$ cat src/rtl/mcsrl_pkg.sv
`default_nettype none

package mcsrl_pkg;

  localparam int MOTORS        = 10;
  localparam int DEFAULT_RATE  = 10;
  localparam int START_ENABLED = 1;

  localparam int SPEED_LIMIT   = 127;
  localparam int NO_LIMIT_RATE = 256;

  // channel index width (at least one bit)
  localparam int CH_W = (MOTORS > 1) ? $clog2(MOTORS) : 1;

  localparam logic [8:0] RESET_RATE =
    (START_ENABLED != 0) ? 9'(DEFAULT_RATE) : 9'(NO_LIMIT_RATE);

  localparam logic [1:0] CMD_SET_TARGET = 2'd0;
  localparam logic [1:0] CMD_FORCE      = 2'd1;
  localparam logic [1:0] CMD_SET_RATE   = 2'd2;
  localparam logic [1:0] CMD_TICK       = 2'd3;

  localparam int QUEUE_DEPTH = 2;
  localparam int QPTR_W      = 1;

  // classified command word handed from front to back
  typedef struct packed {
    logic [1:0]        cmd;
    logic [3:0]        chan;
    logic signed [7:0] speed;
    logic [8:0]        rate;
    logic              present;
  } word_t;

endpackage

`default_nettype wire

$ cat src/rtl/mcsrl_queue.sv
`default_nettype none

module mcsrl_queue (
  input  wire                 clk,
  input  wire                 rst,
  input  wire                 push_valid,
  output logic                push_ready,
  input  mcsrl_pkg::word_t    push_word,
  output logic                pop_valid,
  input  wire                 pop_ready,
  output mcsrl_pkg::word_t    pop_word
);

  mcsrl_pkg::word_t slots [mcsrl_pkg::QUEUE_DEPTH];
  logic [mcsrl_pkg::QPTR_W-1:0] wr_ptr;
  logic [mcsrl_pkg::QPTR_W-1:0] rd_ptr;
  logic [mcsrl_pkg::QPTR_W:0]   count;
  logic                         do_push;
  logic                         do_pop;

  assign push_ready = (count != (mcsrl_pkg::QPTR_W+1)'(mcsrl_pkg::QUEUE_DEPTH));
  assign pop_valid  = (count != '0);
  assign pop_word   = slots[rd_ptr];
  assign do_push    = push_valid && push_ready;
  assign do_pop     = pop_valid && pop_ready;

  always_ff @(posedge clk) begin
    if (do_push) begin
      slots[wr_ptr] <= push_word;
    end
  end

  always_ff @(posedge clk) begin
    if (rst) begin
      wr_ptr <= '0;
      rd_ptr <= '0;
      count  <= '0;
    end else begin
      if (do_push) begin
        wr_ptr <= wr_ptr + 1'b1;
      end
      if (do_pop) begin
        rd_ptr <= rd_ptr + 1'b1;
      end
      case ({do_push, do_pop})
        2'b10:   count <= count + 1'b1;
        2'b01:   count <= count - 1'b1;
        default: count <= count;
      endcase
    end
  end

endmodule

`default_nettype wire

$ cat src/rtl/mcsrl_front.sv
`default_nettype none

module mcsrl_front (
  input  wire                 cmd_valid,
  output logic                cmd_ready,
  input  wire  [1:0]          command,
  input  wire  [3:0]          channel,
  input  wire  signed [15:0]  speed,
  input  wire  [8:0]          slew_rate,
  output logic                push_valid,
  input  wire                 push_ready,
  output mcsrl_pkg::word_t    push_word
);

  logic signed [7:0] speed_clamped;
  logic [8:0]        rate_sat;

  always_comb begin
    if (speed > 16'(mcsrl_pkg::SPEED_LIMIT)) begin
      speed_clamped = 8'(mcsrl_pkg::SPEED_LIMIT);
    end else if (speed < -16'(mcsrl_pkg::SPEED_LIMIT)) begin
      speed_clamped = -8'(mcsrl_pkg::SPEED_LIMIT);
    end else begin
      speed_clamped = speed[7:0];
    end
  end

  assign rate_sat = (slew_rate > 9'(mcsrl_pkg::NO_LIMIT_RATE)) ?
                    9'(mcsrl_pkg::NO_LIMIT_RATE) : slew_rate;

  assign cmd_ready  = push_ready;
  assign push_valid = cmd_valid;

  always_comb begin
    push_word.cmd     = command;
    push_word.chan    = channel;
    push_word.speed   = speed_clamped;
    push_word.rate    = rate_sat;
    push_word.present = ({1'b0, channel} < 5'(mcsrl_pkg::MOTORS));
  end

endmodule

`default_nettype wire

$ cat src/rtl/mcsrl_back.sv
`default_nettype none

module mcsrl_back (
  input  wire                 clk,
  input  wire                 rst,
  input  wire                 pop_valid,
  output logic                pop_ready,
  input  mcsrl_pkg::word_t    pop_word,
  output logic                res_valid,
  input  wire                 res_ready,
  output logic [3:0]          out_channel,
  output logic signed [7:0]   drive,
  output logic                last
);

  localparam logic ST_IDLE = 1'b0;
  localparam logic ST_TICK = 1'b1;

  logic                          state;
  logic [mcsrl_pkg::CH_W-1:0]    idx;
  logic signed [7:0]             target_tab [mcsrl_pkg::MOTORS];
  logic signed [7:0]             drive_tab  [mcsrl_pkg::MOTORS];
  logic [8:0]                    rate_tab   [mcsrl_pkg::MOTORS];

  logic                          out_free;
  logic                          take;
  logic                          tick_step;
  logic [mcsrl_pkg::CH_W-1:0]    wchan;

  logic signed [7:0]             t_cur;
  logic signed [7:0]             d_cur;
  logic [8:0]                    r_cur;
  logic signed [8:0]             diff;
  logic [8:0]                    mag;
  logic [8:0]                    step;
  logic signed [7:0]             d_new;

  assign out_free  = !res_valid || res_ready;
  assign pop_ready = (state == ST_IDLE) && out_free;
  assign take      = pop_valid && pop_ready;
  assign tick_step = (state == ST_TICK) && out_free;
  assign wchan     = pop_word.chan[mcsrl_pkg::CH_W-1:0];

  // one channel of the tick sequence
  assign t_cur = target_tab[idx];
  assign d_cur = drive_tab[idx];
  assign r_cur = rate_tab[idx];
  assign diff  = {t_cur[7], t_cur} - {d_cur[7], d_cur};
  assign mag   = diff[8] ? 9'(-diff) : 9'(diff);
  assign step  = (mag < r_cur) ? mag : r_cur;

  always_comb begin
    if (diff > 0) begin
      d_new = d_cur + signed'(step[7:0]);
    end else if (diff < 0) begin
      d_new = d_cur - signed'(step[7:0]);
    end else begin
      d_new = d_cur;
    end
  end

  always_ff @(posedge clk) begin
    if (rst) begin
      state     <= ST_IDLE;
      idx       <= '0;
      res_valid <= 1'b0;
      for (int i = 0; i < mcsrl_pkg::MOTORS; i++) begin
        target_tab[i] <= '0;
        drive_tab[i]  <= '0;
        rate_tab[i]   <= mcsrl_pkg::RESET_RATE;
      end
    end else begin
      if (res_valid && res_ready) begin
        res_valid <= 1'b0;
      end
      case (state)
        ST_IDLE: begin
          if (take) begin
            if (pop_word.cmd == mcsrl_pkg::CMD_TICK) begin
              state <= ST_TICK;
              idx   <= '0;
            end else begin
              res_valid   <= 1'b1;
              out_channel <= pop_word.chan;
              last        <= 1'b1;
              if (!pop_word.present) begin
                drive <= '0;
              end else begin
                case (pop_word.cmd)
                  mcsrl_pkg::CMD_SET_TARGET: begin
                    target_tab[wchan] <= pop_word.speed;
                    drive             <= drive_tab[wchan];
                  end
                  mcsrl_pkg::CMD_FORCE: begin
                    target_tab[wchan] <= pop_word.speed;
                    drive_tab[wchan]  <= pop_word.speed;
                    drive             <= pop_word.speed;
                  end
                  default: begin
                    rate_tab[wchan] <= pop_word.rate;
                    drive           <= drive_tab[wchan];
                  end
                endcase
              end
            end
          end
        end
        default: begin
          if (tick_step) begin
            drive_tab[idx] <= d_new;
            res_valid      <= 1'b1;
            out_channel    <= 4'(idx);
            drive          <= d_new;
            if (idx == mcsrl_pkg::CH_W'(mcsrl_pkg::MOTORS - 1)) begin
              last  <= 1'b1;
              state <= ST_IDLE;
            end else begin
              last <= 1'b0;
              idx  <= idx + 1'b1;
            end
          end
        end
      endcase
    end
  end

endmodule

`default_nettype wire

$ cat src/rtl/multi_channel_slew_rate_limiter_unit.sv
// Channel  Handshake              Word fields
// command  cmd_valid / cmd_ready  command, channel, speed, slew_rate
// result   res_valid / res_ready  out_channel, drive, last
//
// Set target, force and set rate each give one result word.
// Tick enters the tick state, then steps one channel per unstalled cycle
// through the shared step unit, one word each, last on the final channel.
// Synchronous active-high rst clears targets and drives, loads default rates.
// A two-word queue lets commands enter while the back end or result stalls.
`default_nettype none

module multi_channel_slew_rate_limiter_unit (
  input  wire                clk,
  input  wire                rst,
  input  wire                cmd_valid,
  output logic               cmd_ready,
  input  wire  [1:0]         command,
  input  wire  [3:0]         channel,
  input  wire  signed [15:0] speed,
  input  wire  [8:0]         slew_rate,
  output logic               res_valid,
  input  wire                res_ready,
  output logic [3:0]         out_channel,
  output logic signed [7:0]  drive,
  output logic               last
);

  logic             push_valid;
  logic             push_ready;
  mcsrl_pkg::word_t push_word;
  logic             pop_valid;
  logic             pop_ready;
  mcsrl_pkg::word_t pop_word;

  mcsrl_front u_front (
    .cmd_valid  (cmd_valid),
    .cmd_ready  (cmd_ready),
    .command    (command),
    .channel    (channel),
    .speed      (speed),
    .slew_rate  (slew_rate),
    .push_valid (push_valid),
    .push_ready (push_ready),
    .push_word  (push_word)
  );

  mcsrl_queue u_queue (
    .clk        (clk),
    .rst        (rst),
    .push_valid (push_valid),
    .push_ready (push_ready),
    .push_word  (push_word),
    .pop_valid  (pop_valid),
    .pop_ready  (pop_ready),
    .pop_word   (pop_word)
  );

  mcsrl_back u_back (
    .clk         (clk),
    .rst         (rst),
    .pop_valid   (pop_valid),
    .pop_ready   (pop_ready),
    .pop_word    (pop_word),
    .res_valid   (res_valid),
    .res_ready   (res_ready),
    .out_channel (out_channel),
    .drive       (drive),
    .last        (last)
  );

endmodule

`default_nettype wire

$ cat config.mk
export PLATFORM = sky130hd
export DESIGN_NAME = multi_channel_slew_rate_limiter_unit
export DESIGN_NICKNAME = d
export VERILOG_FILES = /design/src/rtl/mcsrl_pkg.sv /design/src/rtl/mcsrl_queue.sv /design/src/rtl/mcsrl_front.sv /design/src/rtl/mcsrl_back.sv /design/src/rtl/multi_channel_slew_rate_limiter_unit.sv
export SDC_FILE = /design/constraint.sdc
export NUM_CORES = 1
export LEC_CHECK = 0
export BUFFER_PORTS_ARGS = -buffer_cell sky130_fd_sc_hd__buf_4
export CORE_UTILIZATION = 25
export CTS_CLUSTER_SIZE = 24
export DETAILED_ROUTE_END_ITERATION = 10
export PLACE_DENSITY = 0.37
export SLEW_MARGIN = 10
export SYNTH_ARGS = -nofsm -noshare
export SYNTH_HDL_FRONTEND = slang
export SYNTH_HIERARCHICAL = 1
export SYNTH_SLANG_ARGS = --single-unit
$ cat constraint.sdc
create_clock -name clk -period 20.4 [get_ports clk]
set_input_delay 2.04 -clock clk [delete_from_list [all_inputs] [get_ports clk]]
set_output_delay 2.04 -clock clk [all_outputs]
set_load 0.005 [all_outputs]
==> results of run 1 <==
worst reg2reg max path, delay by kind of cell, from the launching register on:
| family | cells | cell delay (ns) |
|---|---|---|
| and+or+nand+nor | 6 | 1.39 |
| AOI/OAI and AO/OA | 13 | 3.54 |
| buffers and inverters | 4 | 1.18 |
| xor gates and xnor gates | 1 | 0.31 |
| adders and majority gates | 4 | 1.12 |
| muxes | 3 | 1.41 |
| DFF | 1 | 0.72 |
cells in the mapped netlist, types with 20 or more instances:
master / count / share of area
inv_1: 60 / 0.0098
ha_1: 35 / 0.019
a21oi_1: 26 / 0.0057
o21ai_0: 21 / 0.0046
nand3_1: 28 / 0.0061
mux2_2: 37 / 0.018
nor2_1: 266 / 0.044
mux4_2: 162 / 0.16
nor2b_1: 20 / 0.0055
nand2_1: 99 / 0.016
clkbuf_1: 47 / 0.0077
edfxtp_1: 461 / 0.60
nand2b_1: 38 / 0.010
final cells by class:
cell class	count	area, um^2	area share
multi-input combinational	919	8187	0.3107
clock inverter	30	332.8	0.01263
inverter	60	225.2	0.008546
sequential	476	14150	0.5371
tap	1176	1471	0.05584
timing repair buffer	69	518.0	0.01966
clock buffer	73	1465	0.05560
power breakdown:
group | total (mW) | switching (mW) | internal [mW]
combinational | 0.555 | 0.350 | 0.205
sequential | 1.16 | 0.0263 | 1.14
clock | 0.988 | 0.415 | 0.573
metal layers:
layer	up-vias	routed length [um]	GRT usage
li1	5996	-	-
met1	6962	30670	0.2001
met2	343	32210	0.2360
met3	83	3145	0.02406
met4	0	1307	0.03453
met5	-	0	0
flip-flops by register name (all words and copies together), names as in the netlist, named ones only:
register and cells:
u_back/last 1, u_back/target_tab 128, u_queue/slots 48, u_back/drive_tab 128, u_back/state 1, u_back/rate_tab 144
u_queue/rd_ptr 1, u_queue/wr_ptr 1, u_back/idx 4, u_back/drive 8, u_back/res_valid 1, u_queue/count 2
u_back/out_channel 4
cells in the final DEF (no fill, tap or decap), drive strengths merged, types with 4 or more instances in the layout:
master	n
edfxtp	461
nor2	266
mux4	162
nand2	99
clkbuf	73
buf	69
inv	64
nand2b	38
mux2	37
ha	35
nand3	28
a21oi	26
o21ai	25
nor2b	20
clkinv	20
nor3	19
mux2i	17
o22ai	17
dfxtp	15
or2	11
xnor2	9
nand4	8
and3	7
o21bai	6
a2bb2oi	6
a22oi	6
bufinv	5
a21o	5
a31oi	4
xor2	4
nor4	4
a32oi	4
a2111oi	4
logic make-up after synthesis:
logic type,share of synthesized area
AOI/OAI and AO/OA,0.04532
xor gates and xnor gates,0.004962
adders and majority gates,0.02170
buffers and inverters,0.02803
DFF,0.6164
muxes,0.1846
and+or+nand+nor,0.09898
per-stage QoR:
stage	power (mW)	cells	area, um^2
5_1_grt	2.822	2803	26350
3_3_place_gp	1.744	2700	24550
6_report	2.708	2803	26350
3_5_place_dp	1.744	2700	24550
4_1_cts	2.747	2803	26350
2_1_floorplan	1.540	1544	22940
final timing paths:
check                                      start                       to  slack, ns  cells past startpoint
worst max-delay path                   flip-flop  u_back/drive_tab[14][7]      10.41                     31
worst min-delay path            u_queue/count[1]         u_queue/count[1]       0.52                      2
worst max register to register         flip-flop  u_back/drive_tab[14][7]      10.41                     31
worst min register to register  u_queue/count[1]         u_queue/count[1]       0.52                      2
==> impl_metrics.csv, run 1 <==
group,metric,value,unit
synthesis,async_reset_ff_frac,0,
clocking,clkSinkCount,476,
cells_and_area,synthToLayoutAreaGrowth,14.85,%
global_routing,grtUsageTotal,0.1447,
floorplanning,pin_count,50,
timing,setup_viol,0,
routing,drt_pass1_iterations,7,
timing,maxSlewHeadroom,0.2333,
power_and_ir_drop,power.density,102.7,nW/um^2
floorplanning,die_area,92990,um^2
synthesis,synth_area,22940,um^2
clocking,cts_made_buffers,56,
global_routing,grt_antenna_before_repair,1,
timing,maxSlewViolCount,0,
timing,holdWs,0.5158,ns
worst_setup_path,critPathMaxFanout,41,
synthesis,synth_ff_type,"edfxtp_1",
clocking,cts_max_level,2,
floorplanning,start_util,0.2537,
routing,dr_total_vias,13380,
routing,route.detailed.drc,0,
worst_setup_path,path_buf_inv,4,
cells_and_area,nFillCells,8955,
floorplanning,fp.dieH,305.0,um
synthesis,postSynthAreaPerCell,14.86,um^2
routing,drt_first_iter_violations,984,
timing,min_period,9.993,ns
synthesis,yosysWarnings,6,
global_routing,grt_pass1_vias,13730,
clocking,cts_buffer_depth,3,
worst_setup_path,crit_arrival,10.30,ns
worst_setup_path,worst-setup-path-type,"flip-flop to flip-flop",
global_routing,grt_max_degree,59,
timing,fin_crit_sh,0.4899,
worst_hold_path,hold_path_class,"flip-flop to flip-flop",
worst_setup_path,crit_slowest_cell,"buf_4",
worst_setup_path,crit_family,"compound AO/OA/AOI/OAI gates",
synthesis,yosysUniqueCellTypes,70,
routing,ant_nets,0,
timing,finalHoldViolations,0,
cells_and_area,final_util,0.2914,
timing,postLayoutSetupSlackWorst,10.41,ns
power_and_ir_drop,ir_drop,0.07375,mV
placed_design,io_buffer_count,49,
synthesis,synth-edff-count,461,
timing,worst_slew_pin_slew,1.148,ns
clocking,path_clk_slew,0.06,ns
routing,viasPerCell,4.775,
worst_setup_path,cp-end-kind,"flip-flop",
synthesis,synth_nets,1617,
placed_design,place.gp.congestion,0.8176,
clocking,cts_tree,"done",
timing,finalSetupTns,0,ns
clocking,cts_setup_buffers,0,
timing,rsz0062_at_grt,"no",
synthesis,yosysSeqAreaShare,0.6164,
routing,routed_wl,67340,um
placed_design,place_hpwl,47110,um
worst_setup_path,cp_slowest_stage_delay,0.83,ns
global_routing,gr-total-overflow,0,
timing,max_freq,0.1001,GHz
clocking,clk_latency,0.64,ns
global_routing,grt_pass1_wl,98730,um
floorplanning,die_width,305.0,um
run_status,status,"complete, no violations",
placed_design,pre_cts_slack,10.36,ns
cells_and_area,drive_gt1_frac,0.2342,
timing,worst_clock_skew,0.03130,ns
routing,wire_per_inst,24.02,um
floorplanning,core_area,90420,um^2
synthesis,ys_ff_latch,476,
floorplanning,num_rows,110,
cells_and_area,nets,1655,
worst_setup_path,critPathLaunchType,"flip-flop",
cells_and_area,antenna_cells,0,
clocking,cts-root-buf,"clkbuf_16",
worst_setup_path,worstPathRequired,20.70,ns
power_and_ir_drop,p_leak,8.442,nW
clocking,cts.repair.resized,0,
job,max-cap-violations,0,
synthesis,syn_inst,1544,
clocking,hold_buffers,0,
Power figures use the tool's default switching activity.
==> run 2: changes to the inputs <==
Clock period 20.4 ns to 10.3 ns, I/O delays scaled along.
==> run 2 against run 1 <==
  * Die area unchanged
  * Setup slack got worse by 9.4 ns
  * Sequential power increased by 98%
  * Via count increased by 1.4%
  * Register-to-register slack got worse by 9.4 ns
  * Critical path type unchanged
  * Flip-flop and latch count unchanged
  * First-iteration DRC count decreased by 7.5%
  * Critical path depth decreased by 1
  * Cell area about the same
  * Clock power increased by 85%
==> impl_metrics.csv, run 2 (synthesized netlist as in run 1, its figures left out) <==
group,metric,value,unit
worst_setup_path,critPathLaunchType,"flip-flop",
global_routing,grtUsageTotal,0.1497,
floorplanning,core_area,90420,um^2
worst_setup_path,crit_family,"compound AO/OA/AOI/OAI gates",
worst_setup_path,crit_arrival,9.57,ns
timing,worst_clock_skew,0.03097,ns
global_routing,grt_pass1_vias,14040,
cells_and_area,top_regs,"u_back/rate_tab (144), u_back/drive_tab (128), u_back/target_tab (128)",
power_and_ir_drop,p_int,3.729,mW
placed_design,place_area,24660,um^2
placed_design,pre_cts_slack,1.105,ns
timing,setup_viol,0,
timing,postLayoutSetupSlackWorst,1.025,ns
timing,worst_slew_pin_slew,1.240,ns
placed_design,place_hpwl,48090,um
timing,maxSlewHeadroom,0.1705,
cells_and_area,multiInputGateArea,8190,um^2
cells_and_area,antenna_cells,0,
clocking,clkSinkCount,476,
power_and_ir_drop,power_frac_clock,0.349,
floorplanning,fp.dieH,305.0,um
run_status,status,"complete, no violations",
worst_hold_path,hold_path_class,"flip-flop to flip-flop",
routing,route.met2.wl,33510,um
timing,fin_crit_sh,0.9005,
worst_setup_path,crit_slowest_cell,"dfxtp_4",
worst_setup_path,path_buf_inv,3,
clocking,cts-root-buf,"clkbuf_16",
cells_and_area,drive_gt1_frac,0.2381,
power_and_ir_drop,power.density,199.8,nW/um^2
routing,route.detailed.drc,0,
power_and_ir_drop,p_comb_frac,0.215,
floorplanning,num_rows,110,
global_routing,grt_pass1_wl,101200,um
placed_design,place.gp.congestion,0.8128,
cells_and_area,synthToLayoutAreaGrowth,14.77,%
clocking,cts.repair.resized,0,
job,max-cap-violations,0,
worst_setup_path,worstPathRequired,10.59,ns
clocking,cts_tree,"done",
timing,max_freq,0.1078,GHz
clocking,hold_buffers,0,
power_and_ir_drop,p_leak,8.421,nW
floorplanning,die_area,92990,um^2
cells_and_area,final_util,0.2912,
routing,viasPerCell,4.827,
power_and_ir_drop,power,5.260,mW
cells_and_area,final_common_cell,"edfxtp_1",
routing,highest_layer,"met4",
cells_and_area,finalInstanceArea,26330,um^2
worst_setup_path,cp.depth,30,
cells_and_area,regMostFlops,"u_back/rate_tab",
floorplanning,start_util,0.2537,
worst_hold_path,hold_depth,2,
timing,rsz0062_at_grt,"no",
cells_and_area,seqCellArea,14150,um^2
routing,drt_first_iter_violations,910,
floorplanning,pin_count,50,
cells_and_area,largest_register_ffs,144,
clocking,cts_max_level,2,
power_and_ir_drop,ir_drop,0.1399,mV
worst_setup_path,cp-end-kind,"flip-flop",
power_and_ir_drop,switchingPower,1.531,mW
clocking,clk_latency,0.61,ns
timing,min_period,9.275,ns
worst_setup_path,cp_common_cell,"nand2_1",
global_routing,gr-total-overflow,0,
worst_setup_path,worst-setup-path-type,"flip-flop to flip-flop",
routing,met1_length,31910,um
routing,drt_pass1_iterations,5,
timing,maxSlewViolCount,0,
global_routing,grt_max_degree,47,
routing,routed_wl,69210,um
cells_and_area,final_cell_mix,"461 x edfxtp_1, 266 x nor2_1, 162 x mux4_2, 99 x nand2_1, 77 x buf_4",
routing,wire_per_inst,24.63,um
power_and_ir_drop,p_sw_frac,0.2910,
cells_and_area,nets,1663,
worst_setup_path,reg2reg_depth,30,
routing,ant_nets,0,
worst_setup_path,cp_slowest_stage_delay,0.71,ns
clocking,cts_made_buffers,54,
clocking,path_clk_slew,0.06,ns
floorplanning,die_width,305.0,um
routing,dr_total_vias,13570,
routing,wl_met3,2661,um
timing,finalSetupTns,0,ns
placed_design,io_buffer_count,49,
cells_and_area,nFillCells,9007,
clocking,cts_buffer_depth,3,
clocking,cts_setup_buffers,0,
timing,finalHoldViolations,0,
worst_setup_path,critPathMaxFanout,22,
global_routing,grt_antenna_before_repair,0,
power_and_ir_drop,seq_power_share,0.436,
## run 2: worst reg2reg max path: cells and delay by family, from the launching register on
family                     cells  cell delay (ns)
AOI/OAI and AO/OA             12             3.48
muxes                          3             1.36
and+or+nand+nor                7             1.60
DFF                            1             0.71
adders and majority gates      4             1.12
buffers and inverters          3             0.40
xor gates and xnor gates       1             0.32
## run 2: layer usage
layer  up-vias  global-route usage
met1      7135              0.2060
met2       328              0.2504
li1       6023                   -
met4         0             0.03394
met5         -                   0
met3        79             0.01884
## run 2: path summary, 6_finish.rpt
check	endpoint	slack [ns]	startpoint
worst max-delay path	u_back/drive_tab[9][7]	1.03	flip-flop
worst min-delay path	u_queue/rd_ptr	0.52	u_queue/rd_ptr
worst max register to register	u_back/drive_tab[9][7]	1.03	flip-flop
worst min register to register	u_queue/rd_ptr	0.52	u_queue/rd_ptr
## run 2: final cells by class
| type | instances | area share |
|---|---|---|
| clock buffers | 75 | 0.05664 |
| clock inverters | 25 | 0.006937 |
| inverters | 60 | 0.008553 |
| multi-input cells | 919 | 0.3110 |
| flip-flops and latches | 476 | 0.5375 |
| well taps | 1176 | 0.05588 |
| repair buffers | 79 | 0.02347 |
## run 2: power groups by stage
stage | Sequential (mW) | Combinational, mW | Clock [mW]
6_report | 2.30 | 1.13 | 1.83
2_1_floorplan | 2.32 | 0.734 | 0
3_3_place_gp | 2.34 | 1.15 | 0
4_1_cts | 2.30 | 1.15 | 1.90
3_5_place_dp | 2.34 | 1.15 | 0
5_1_grt | 2.31 | 1.22 | 1.95
## run 2: per-stage QoR
step | std cells | hold slack [ns]
after floorplan | 1544 | 0.4739
after detailed placement | 2710 | 0.5011
after global placement | 2710 | 0.4977
final | 2810 | 0.5187
after CTS | 2810 | 0.5193
after global routing | 2810 | 0.5694
